<file path="config.mk">
export PLATFORM = sky130hd
export DESIGN_NAME = bitcrush_rate_reduce_quantize_unit
export DESIGN_NICKNAME = d
export VERILOG_FILES = /design/src/bcrq_pkg.sv /design/src/bitcrush_rate_reduce_quantize_unit.sv /design/src/bcrq_div.sv
export SDC_FILE = /design/constraint.sdc
export NUM_CORES = 2
export LEC_CHECK = 0
export BUFFER_PORTS_ARGS = -buffer_cell sky130_fd_sc_hd__buf_2
export CAP_MARGIN = 30
export CORE_MARGIN = 3
export CORE_UTILIZATION = 27
export CTS_BUF_LIST = sky130_fd_sc_hd__clkbuf_8
export DETAILED_ROUTE_END_ITERATION = 8
export SLEW_MARGIN = 30
export SYNTH_ARGS = -nofsm -noshare
export SYNTH_HDL_FRONTEND = slang
export SYNTH_HIERARCHICAL = 1
export SYNTH_SLANG_ARGS = --single-unit
</file>
<file path="constraint.sdc">
create_clock -name clock -period 6.8 [get_ports clock]
set_input_delay 1.36 -clock clock [delete_from_list [all_inputs] [get_ports clock]]
set_output_delay 1.36 -clock clock [all_outputs]
set_load 0.03 [all_outputs]
</file>
<file path="src/bcrq_pkg.sv">
// Shared types and constants for the bitcrusher rate reduce and quantize unit.
package bcrq_pkg;

   localparam int LEVEL_BITS = 16;
   localparam int STEP_BITS  = 32;
   localparam int PHASE_BITS = 28;
   localparam int VMAG_BITS  = LEVEL_BITS + 1;
   localparam int CSR_BITS   = 32;

   typedef enum logic [0:0] {
      CSR_QUANT_LEVELS = 1'b0,
      CSR_PHASE_STEP   = 1'b1
   } csr_index_type;

   typedef struct packed {
      logic                  start;
      logic [VMAG_BITS-1:0]  dividend;
      logic [LEVEL_BITS-1:0] divisor;
   } div_req_type;

endpackage

</file>
<file path="src/bitcrush_rate_reduce_quantize_unit.sv">
// Top level: per-channel sample-and-hold rate reducer and amplitude quantiser.
//
// Input items (req_chan, req_sample_in) arrive on a valid/stall channel; each
// gives exactly one result item (rsp_sample_out) on the rsp_ channel.
// Each channel keeps a Q0.28 phase and a held sample. The phase advances by
// phase_step per item; on a carry past 1.0 the input is captured. The held
// value is scaled by quant_levels, rounded, truncated and divided back.
// One item is in flight at a time; req_stall is high from acceptance until
// the result is loaded into the output register, so a new item is taken
// only after the last one is through, at a spacing set mostly by the divide of the
// level by quant_levels in the shared compare-subtract unit, one quotient bit
// per cycle.
// The output register lets a new item be accepted while a result waits under
// rsp_stall; that item then waits at the end of its work until the register
// is free, and the stalled result holds steady.
// Reset (synchronous, active high) clears phases and held samples to zero and
// loads quant_levels = 32768, phase_step = 1.0. csr_ writes are registered.
module bitcrush_rate_reduce_quantize_unit #(
   parameter int CHANNELS    = 2,
   parameter int SAMPLE_BITS = 24
) (
   input  logic                         clock,
   input  logic                         reset,
   input  logic                         req_valid,
   output logic                         req_stall,
   input  logic                         req_chan,
   input  logic signed [SAMPLE_BITS-1:0] req_sample_in,
   output logic                         rsp_valid,
   input  logic                         rsp_stall,
   output logic signed [SAMPLE_BITS-1:0] rsp_sample_out,
   input  logic                         csr_write,
   input  bcrq_pkg::csr_index_type      csr_index,
   input  logic [bcrq_pkg::CSR_BITS-1:0] csr_data
);
   import bcrq_pkg::*;

   localparam int FRAC      = SAMPLE_BITS - 1;
   localparam int IDX_BITS  = (CHANNELS > 1) ? $clog2(CHANNELS) : 1;
   localparam int PROD_BITS = SAMPLE_BITS + VMAG_BITS;

   typedef enum logic [2:0] {
      ST_IDLE,
      ST_PHASE,
      ST_MULT,
      ST_SCALE,
      ST_DIVIDE,
      ST_EMIT
   } state_type;

   state_type state_ff;

   logic [LEVEL_BITS-1:0] levels_ff;
   logic [STEP_BITS-1:0]  step_ff;
   logic [PHASE_BITS-1:0] phase_ff [CHANNELS];
   logic signed [SAMPLE_BITS-1:0] held_ff [CHANNELS];

   logic [IDX_BITS-1:0]           idx_ff;
   logic signed [SAMPLE_BITS-1:0] sample_ff;
   logic [LEVEL_BITS-1:0]         lev_ff;
   logic signed [SAMPLE_BITS-1:0] h_ff;
   logic signed [PROD_BITS-1:0]   x_ff;
   logic                          neg_ff;
   logic signed [SAMPLE_BITS-1:0] y_ff;
   logic                          rsp_valid_ff;
   logic signed [SAMPLE_BITS-1:0] rsp_ff;

   logic                          accept;
   logic [IDX_BITS-1:0]           idx_in;
   logic [STEP_BITS:0]            phase_sum;
   logic                          capture;
   logic signed [PROD_BITS-1:0]   prod;
   logic [PROD_BITS-1:0]          mag;
   div_req_type                   div_req;
   logic                          div_done;
   logic [SAMPLE_BITS-1:0]        quot;
   logic [SAMPLE_BITS-1:0]        ymag;
   logic signed [SAMPLE_BITS-1:0] y_in;
   logic                          out_free;

   assign req_stall = reset || (state_ff != ST_IDLE);
   assign accept    = req_valid && !req_stall;
   assign idx_in    = (int'(req_chan) >= CHANNELS) ? IDX_BITS'(CHANNELS - 1)
                                                   : IDX_BITS'(req_chan);

   assign phase_sum = {{(STEP_BITS + 1 - PHASE_BITS){1'b0}}, phase_ff[idx_ff]}
                    + {1'b0, step_ff};
   assign capture   = |phase_sum[STEP_BITS:PHASE_BITS];

   assign prod = $signed(h_ff) * $signed({1'b0, lev_ff})
               + (PROD_BITS'(1) <<< (FRAC - 1));

   assign mag = x_ff[PROD_BITS-1] ? PROD_BITS'(-x_ff) : PROD_BITS'(x_ff);

   assign div_req.start    = (state_ff == ST_SCALE);
   assign div_req.dividend = mag[FRAC +: VMAG_BITS];
   assign div_req.divisor  = lev_ff;

   bcrq_div #(
      .QUOT_BITS (SAMPLE_BITS)
   ) u_div (
      .clock    (clock),
      .reset    (reset),
      .div_req  (div_req),
      .div_done (div_done),
      .div_quot (quot)
   );

   // negative side clips at -1.0, positive side at the largest code
   always_comb begin
      if (neg_ff) begin
         ymag = (quot > (SAMPLE_BITS'(1) << FRAC)) ? (SAMPLE_BITS'(1) << FRAC) : quot;
         y_in = $signed(SAMPLE_BITS'(0) - ymag);
      end else begin
         ymag = quot;
         y_in = quot[FRAC] ? $signed((SAMPLE_BITS'(1) << FRAC) - SAMPLE_BITS'(1))
                           : $signed(quot);
      end
   end

   assign out_free = !rsp_valid_ff || !rsp_stall;

   always_ff @(posedge clock) begin
      if (reset) begin
         state_ff     <= ST_IDLE;
         rsp_valid_ff <= 1'b0;
         levels_ff    <= LEVEL_BITS'(32768);
         step_ff      <= STEP_BITS'(32'h1000_0000);
         for (int i = 0; i < CHANNELS; i++) begin
            phase_ff[i] <= '0;
            held_ff[i]  <= '0;
         end
      end else begin
         if (csr_write) begin
            unique case (csr_index)
               CSR_QUANT_LEVELS: levels_ff <= csr_data[LEVEL_BITS-1:0];
               CSR_PHASE_STEP:   step_ff   <= csr_data[STEP_BITS-1:0];
               default:          ;
            endcase
         end
         if (rsp_valid_ff && !rsp_stall && (state_ff != ST_EMIT)) begin
            rsp_valid_ff <= 1'b0;
         end
         unique case (state_ff)
            ST_IDLE: begin
               if (accept) begin
                  idx_ff    <= idx_in;
                  sample_ff <= req_sample_in;
                  lev_ff    <= (levels_ff == '0) ? LEVEL_BITS'(1) : levels_ff;
                  state_ff  <= ST_PHASE;
               end
            end
            ST_PHASE: begin
               phase_ff[idx_ff] <= phase_sum[PHASE_BITS-1:0];
               if (capture) begin
                  held_ff[idx_ff] <= sample_ff;
                  h_ff            <= sample_ff;
               end else begin
                  h_ff <= held_ff[idx_ff];
               end
               state_ff <= ST_MULT;
            end
            ST_MULT: begin
               x_ff     <= prod;
               state_ff <= ST_SCALE;
            end
            ST_SCALE: begin
               neg_ff   <= x_ff[PROD_BITS-1];
               state_ff <= ST_DIVIDE;
            end
            ST_DIVIDE: begin
               if (div_done) begin
                  y_ff     <= y_in;
                  state_ff <= ST_EMIT;
               end
            end
            ST_EMIT: begin
               if (out_free) begin
                  rsp_ff       <= y_ff;
                  rsp_valid_ff <= 1'b1;
                  state_ff     <= ST_IDLE;
               end
            end
            default: state_ff <= ST_IDLE;
         endcase
      end
   end

   assign rsp_valid      = rsp_valid_ff;
   assign rsp_sample_out = rsp_ff;

endmodule

</file>
<file path="src/bcrq_div.sv">
// Shared compare-subtract unit: restoring divide, one quotient bit per cycle.
module bcrq_div #(
   parameter int QUOT_BITS = 24
) (
   input  logic                    clock,
   input  logic                    reset,
   input  bcrq_pkg::div_req_type   div_req,
   output logic                    div_done,
   output logic [QUOT_BITS-1:0]    div_quot
);
   import bcrq_pkg::*;

   localparam int CNT_BITS = $clog2(QUOT_BITS + 1);

   logic [VMAG_BITS-1:0]  rem_ff;
   logic [LEVEL_BITS-1:0] dsr_ff;
   logic [QUOT_BITS-1:0]  quot_ff;
   logic [CNT_BITS-1:0]   cnt_ff;
   logic                  busy_ff;
   logic                  first_ff;
   logic                  done_ff;

   logic [VMAG_BITS-1:0]  cur;
   logic [VMAG_BITS-1:0]  dsr_ext;
   logic                  ge;

   // first step takes the integer part, later steps shift in a zero
   assign cur     = first_ff ? rem_ff : {rem_ff[VMAG_BITS-2:0], 1'b0};
   assign dsr_ext = {1'b0, dsr_ff};
   assign ge      = cur >= dsr_ext;

   always_ff @(posedge clock) begin
      if (reset) begin
         busy_ff  <= 1'b0;
         first_ff <= 1'b0;
         done_ff  <= 1'b0;
         cnt_ff   <= '0;
      end else begin
         done_ff <= 1'b0;
         if (div_req.start) begin
            rem_ff   <= div_req.dividend;
            dsr_ff   <= div_req.divisor;
            cnt_ff   <= CNT_BITS'(QUOT_BITS);
            busy_ff  <= 1'b1;
            first_ff <= 1'b1;
         end else if (busy_ff) begin
            rem_ff   <= ge ? (cur - dsr_ext) : cur;
            quot_ff  <= {quot_ff[QUOT_BITS-2:0], ge};
            first_ff <= 1'b0;
            cnt_ff   <= cnt_ff - 1'b1;
            if (cnt_ff == CNT_BITS'(1)) begin
               busy_ff <= 1'b0;
               done_ff <= 1'b1;
            end
         end
      end
   end

   assign div_done = done_ff;
   assign div_quot = quot_ff;

endmodule

</file>
# Word-level counts from Yosys, hierarchy flattened
# Memories as Yosys holds them, arrays and structs flattened. A register that Yosys moved wholly into a read port is not among the register bits.
# Index checks and enable logic that the tools add are counted.
# op_classes
addsub,6
n_mux,39
magnitude_cmp,2
n_mul,1
eq_ne,10
n_reduce_logical,28
n_bitwise,4
# ops
op,count
$mux 24,3
$mux 17,4
$add 41x24->41 const B,1
$mul 24x17->41,1
$mux 40,1
$neg 40->40,1
$add 28x32->33,1
$mux 28,1
$reduce_or 28->1,1
$gt 24x24->1 const B,1
$reduce_or 24->1,1
$sub 1x24->24 const A,1
$mux 1,23
$mux 23,1
$pmux 3 s6,1
$ge 17x16->1,1
$sub 17x16->17,1
$logic_not 16->1,1
$reduce_and 3->1,5
$reduce_and 2->1,6
$mux 5,2
$mux 3,3
$eq 3x2->1 const B,2
$eq 3x3->1 const B,2
other kinds (16),25
# totals
in_bits,63
out_inout_bits,26
elab_cells,111
reg_bits,248
mem_count,2
ram_bits,104
# mem_list
memory,depth,word_bits,rd,rd_clocked_by_memory_dff,wr,line_no,source
phase_ff,2,28,1,1,2,bitcrush_rate_reduce_quantize_unit.sv:54,logic [PHASE_BITS-1:0] phase_ff [CHANNELS];
held_ff,2,24,1,1,2,bitcrush_rate_reduce_quantize_unit.sv:55,logic signed [SAMPLE_BITS-1:0] held_ff [CHANNELS];

# Depth between registers and ports, before layout
# logic_depth
depth_word,8
ltp_mapped,24
ltp_nobuf,23

# By module
# The synthesis kept the hierarchy.
# modules_own_cells
mod,seq_area_each_um2,cells_each,area_each_um2,n_inst
bitcrush_rate_reduce_quantize_unit,8838.5,2882,28808.9,1
bcrq_div,1871.8,311,3567.2,1

# Worst setup path before layout
# OpenSTA, ideal clock, no wires.
# synth_timing
path_type,reg-to-reg
from,register h_ff[10] (read register of held_ff)
to,register x_ff[19] (data pin)
stages_incl_launch_ff,22
path_slack_ns,0.447
arrival_time_ns,6.079
setup_ns,0.274
required_ns,6.526
cell_sequence,edfxtp_1 -> clkbuf_1 -> and2_1 -> fa_1 -> inv_1 -> fa_1 -> fa_1 -> fa_1 -> inv_1 -> fa_1 -> inv_1 -> fa_1 -> inv_1 -> ha_1 -> a21o_1 -> or3_1 -> or4_1 -> a21o_1 -> a211oi_1 -> o31ai_1 -> a211oi_1 -> nor3_1
# synth_between
elab_chain_cells,2
# synth_lines
element,line_no,source
start: declaration,bitcrush_rate_reduce_quantize_unit.sv:60,logic signed [SAMPLE_BITS-1:0] h_ff;
$mul 24x17->41,bitcrush_rate_reduce_quantize_unit.sv:89,"assign prod = $signed(h_ff) * $signed({1'b0, lev_ff})"
$add 41x24->41,bitcrush_rate_reduce_quantize_unit.sv:90,+ (PROD_BITS'(1) <<< (FRAC - 1));
via prod[19],bitcrush_rate_reduce_quantize_unit.sv:71,logic signed [PROD_BITS-1:0] prod;
end signal: assignment,bitcrush_rate_reduce_quantize_unit.sv:163,x_ff <= prod;
end: declaration,bitcrush_rate_reduce_quantize_unit.sv:61,logic signed [PROD_BITS-1:0] x_ff;
# The timed path passes the listed nets, and every way through them passes these cells.
# A chain may end at the register's enable or synchronous reset.

# Worst setup path after layout
# layout_timing
from,register h_ff[16] (read register of held_ff)
to,register x_ff[40] (data pin)
# The elaborated chain is that of the path after synthesis.

==> metrics.txt <==
outcome finished, final reports clean; routing usage on met1 16.7%; Int Pwr 9.43 mW; Total Wirelength 76.8 mm; VDD IR max 0.480 mV; leakage power 15.7 nW; Worst Setup End Kind flop; CP max stage cell edfxtp_1; type of the worst min-delay path flop to flop; switching power 7.66 mW; DRC viols 0; pre-CTS WS 0.187 ns; RSZ-0062 raised after global routing false; post-DR wirelength/cell 15.5 µm; PwrDens 469 nW/µm²; Post-Syn Instances 3193; first-pass GRT wire length 124 mm; GRT met2 Usage 20.2%; Chip Height 352 µm; register area share after synthesis 33.1%; asr flop ratio synth 0%; Die Width 352 µm; Worst Tran Pin Value 0.928 ns; Seq cells post-synth 377; vias in the first global route 22717; initial antenna violation count 5; Num CTS Buffers 67; busiest grt layer met2; Final period util 97.1%; Final setup viols 0; placed cells 4816; Post-synth EDFFs 316; hold_buf cts 0; Max-cap violations 0; Slew HR 38.2%; Worst Path Required 7.21 ns; sequential cell fraction of total power 19.9%; crit-path max cell delay 0.62 ns; clk root buf clkbuf_8; Top FF cell, synth edfxtp_1; # rows 126; port bufs 88; initial core utilization 27.3%; Die ar. 124000 µm²; fin. max-slew vios 0; Final Instance Count excl. Fillers 4958; CP most frequent cell fa_1; worst-case clock buffer depth 3; Sink Count 377; Clock Pin Slew Worst Setup and Hold Paths 0.06 ns; # fillers 12364; Net Sw Frac 44.8%; H-tree depth 3; Critical Path Source Type flop; GRT Resource Usage Total 12.4%; DR vias/cell 4.47; Crit Path Category flop to flop; initial DRC count 1003; Clock Latency Late Sink 0.68 ns; vias 22143; FMAX 151 MHz; final hold vios 0; TNS Setup 0 ns; clock network fraction of total power 12.7%; num ports 89; commonest non-fill, non-tap cell in the layout inv_1; Comb pwr share 67.5%; met3 Use GR 1.89%; GRT overflow 0; DP HPWL 60.4 mm; synth warn 6; GPL Wtd Cong 0.848; Area Overhead vs Synth 12.5%; core box area 119000 µm²; CTS tree yes; maximum number of pins on one net before global-route repair 51; Synth Area per Inst 10.1 µm²; post-route setup slack 0.199 ns; syn_nets 3804; Routed Antenna Nets 0; nets@finish 3912; Mapped Area 32400 µm²; footprint of the multi-input gates 19000 µm²; register area 10700 µm²; share of layout cells above drive strength 1 11.4%; fin crit period 6.60 ns; cells along the critical path and2_1 -> fa_1 -> inv_1 -> fa_1 -> inv_1 -> fa_1 -> fa_1 -> fa_1 -> inv_1 -> fa_1 -> inv_1 -> ha_1 -> nand2_1 -> o21ai_0 -> a311oi_1 -> buf_4 -> nand2_1 -> o2111ai_1 -> a31oi_1 -> o41ai_1 -> xnor2_1; most frequent cells in the layout inv_1 (562), fa_1 (379), nand2_1 (355); distinct cell type count after synthesis 82; Pre-Repair DR Iteration Count 5; CP Max Fanout 12; Worst EP arrival 7.01 ns; skew final 0.0309 ns
==> path summary, 6_finish.rpt <==
kind | start | end | slack, ns | cells past startpoint
worst min register to register | y_ff[16] | rsp_sample_out[16] | 0.41 | 0
worst min-delay path | y_ff[16] | rsp_sample_out[16] | 0.41 | 0
worst max-delay path | h_ff[16] | x_ff[40] | 0.20 | 21
worst max register to register | h_ff[16] | x_ff[40] | 0.20 | 21
==> cells in the mapped netlist (all sizes together) (6+ instances only) <==
| cell type | number | area [µm²] |
|---|---|---|
| fa | 379 | 7590 |
| nor3 | 44 | 230 |
| clkbuf | 134 | 503 |
| o21ai | 66 | 334 |
| nand3 | 23 | 115 |
| nand2 | 355 | 1330 |
| inv | 547 | 2050 |
| buf | 18 | 104 |
| mux2i | 29 | 290 |
| mux2 | 44 | 499 |
| dfxtp | 61 | 1220 |
| nand4 | 12 | 75.1 |
| ha | 169 | 2110 |
| edfxtp | 316 | 9490 |
| a31o | 6 | 52.6 |
| or4 | 8 | 60.1 |
| nor4 | 42 | 263 |
| nor2b | 11 | 68.8 |
| and2 | 292 | 1830 |
| o311ai | 8 | 70.1 |
| nor2 | 128 | 488 |
| a21o | 34 | 255 |
| o21a | 20 | 150 |
| a31oi | 16 | 115 |
| a211oi | 8 | 60.1 |
| o31ai | 18 | 135 |
| nand2b | 15 | 93.8 |
| and3 | 11 | 68.8 |
| xor2 | 24 | 210 |
| xnor2 | 70 | 613 |
| a21oi | 174 | 957 |
| o211ai | 13 | 97.6 |
| or2 | 6 | 37.5 |
| or3 | 14 | 87.6 |
==> cell type report <==
| cell class | count | area share [%] |
|---|---|---|
| Antenna cell | 3 | 0.0206 |
| Tap cell | 1600 | 5.49 |
| Multi-Input combinational cell | 2117 | 52.3 |
| Timing Repair Buffer | 191 | 3.50 |
| Clock buffer | 69 | 2.61 |
| Sequential cell | 377 | 29.4 |
| Inverter | 547 | 5.64 |
| Clock inverter | 54 | 1.08 |
==> per-stage QoR <==
stage	utilization, %	cell area, µm²	total power [mW]	hold WS (ns)
finish	30.7	36400	17.1	0.411
global route	30.7	36400	18.9	0.425
global placement	29.4	34900	14.7	0.404
CTS	30.6	36300	17.1	0.416
detailed placement	29.5	34900	14.8	0.405
floorplan	-	32400	12.2	0.400
==> kinds of logic (layout without fill, tap and decap cells) <==
family                     Yosys count  in the layout  synth area share [%]
muxes                               73             73                  2.44
xor gates and xnor gates            94             94                  2.54
buffers and inverters              699            861                  8.22
other                                0              3                     0
AOI/OAI and AO/OA                  427            427                  8.74
DFF                                377            377                  33.1
and+or+nand+nor                    975            975                  15.0
adders and majority gates          548            548                  30.0
==> metal layers <==
layer	vias to the layer above	wire length (µm)
met5	-	13
met4	2	2280
met3	120	3650
met2	518	35400
met1	10877	35500
li1	10626	-
==> worst max-delay path: cells and delay by family, from the launching register on <==
kind	cells	cell delay, ns
adders and majority gates	7	3.37
AOI/OAI and AO/OA	5	1.35
buffers and inverters	5	0.40
xor gates and xnor gates	1	0.13
and+or+nand+nor	3	0.49
DFF	1	0.62
==> flip-flops by register name, summed over array words and instances, names as in the netlist, 17 cells and up, named ones only <==
name	cells
u_div/div_quot	24
phase_ff	56
sample_ff	24
x_ff	41
y_ff	24
rsp_sample_out	24
h_ff	24
held_ff	48
step_ff	32
u_div/rem_ff	17
==> power by group through the flow <==
stage	logic (mW)	clock network [mW]	registers, mW
after global placement	11.3	0	3.45
final	11.5	2.17	3.40
after CTS	11.5	2.25	3.41
after detailed placement	11.4	0	3.45
after floorplan	8.82	0	3.39
after global routing	13.2	2.35	3.42
==> repair_timing <==
item / in CTS / in global routing
endpoints found under the setup margin: 0 / 7
setup buffers: 0 / 16
resized for setup: 0 / 2
No activity file was read; power rests on OpenSTA's default activity.
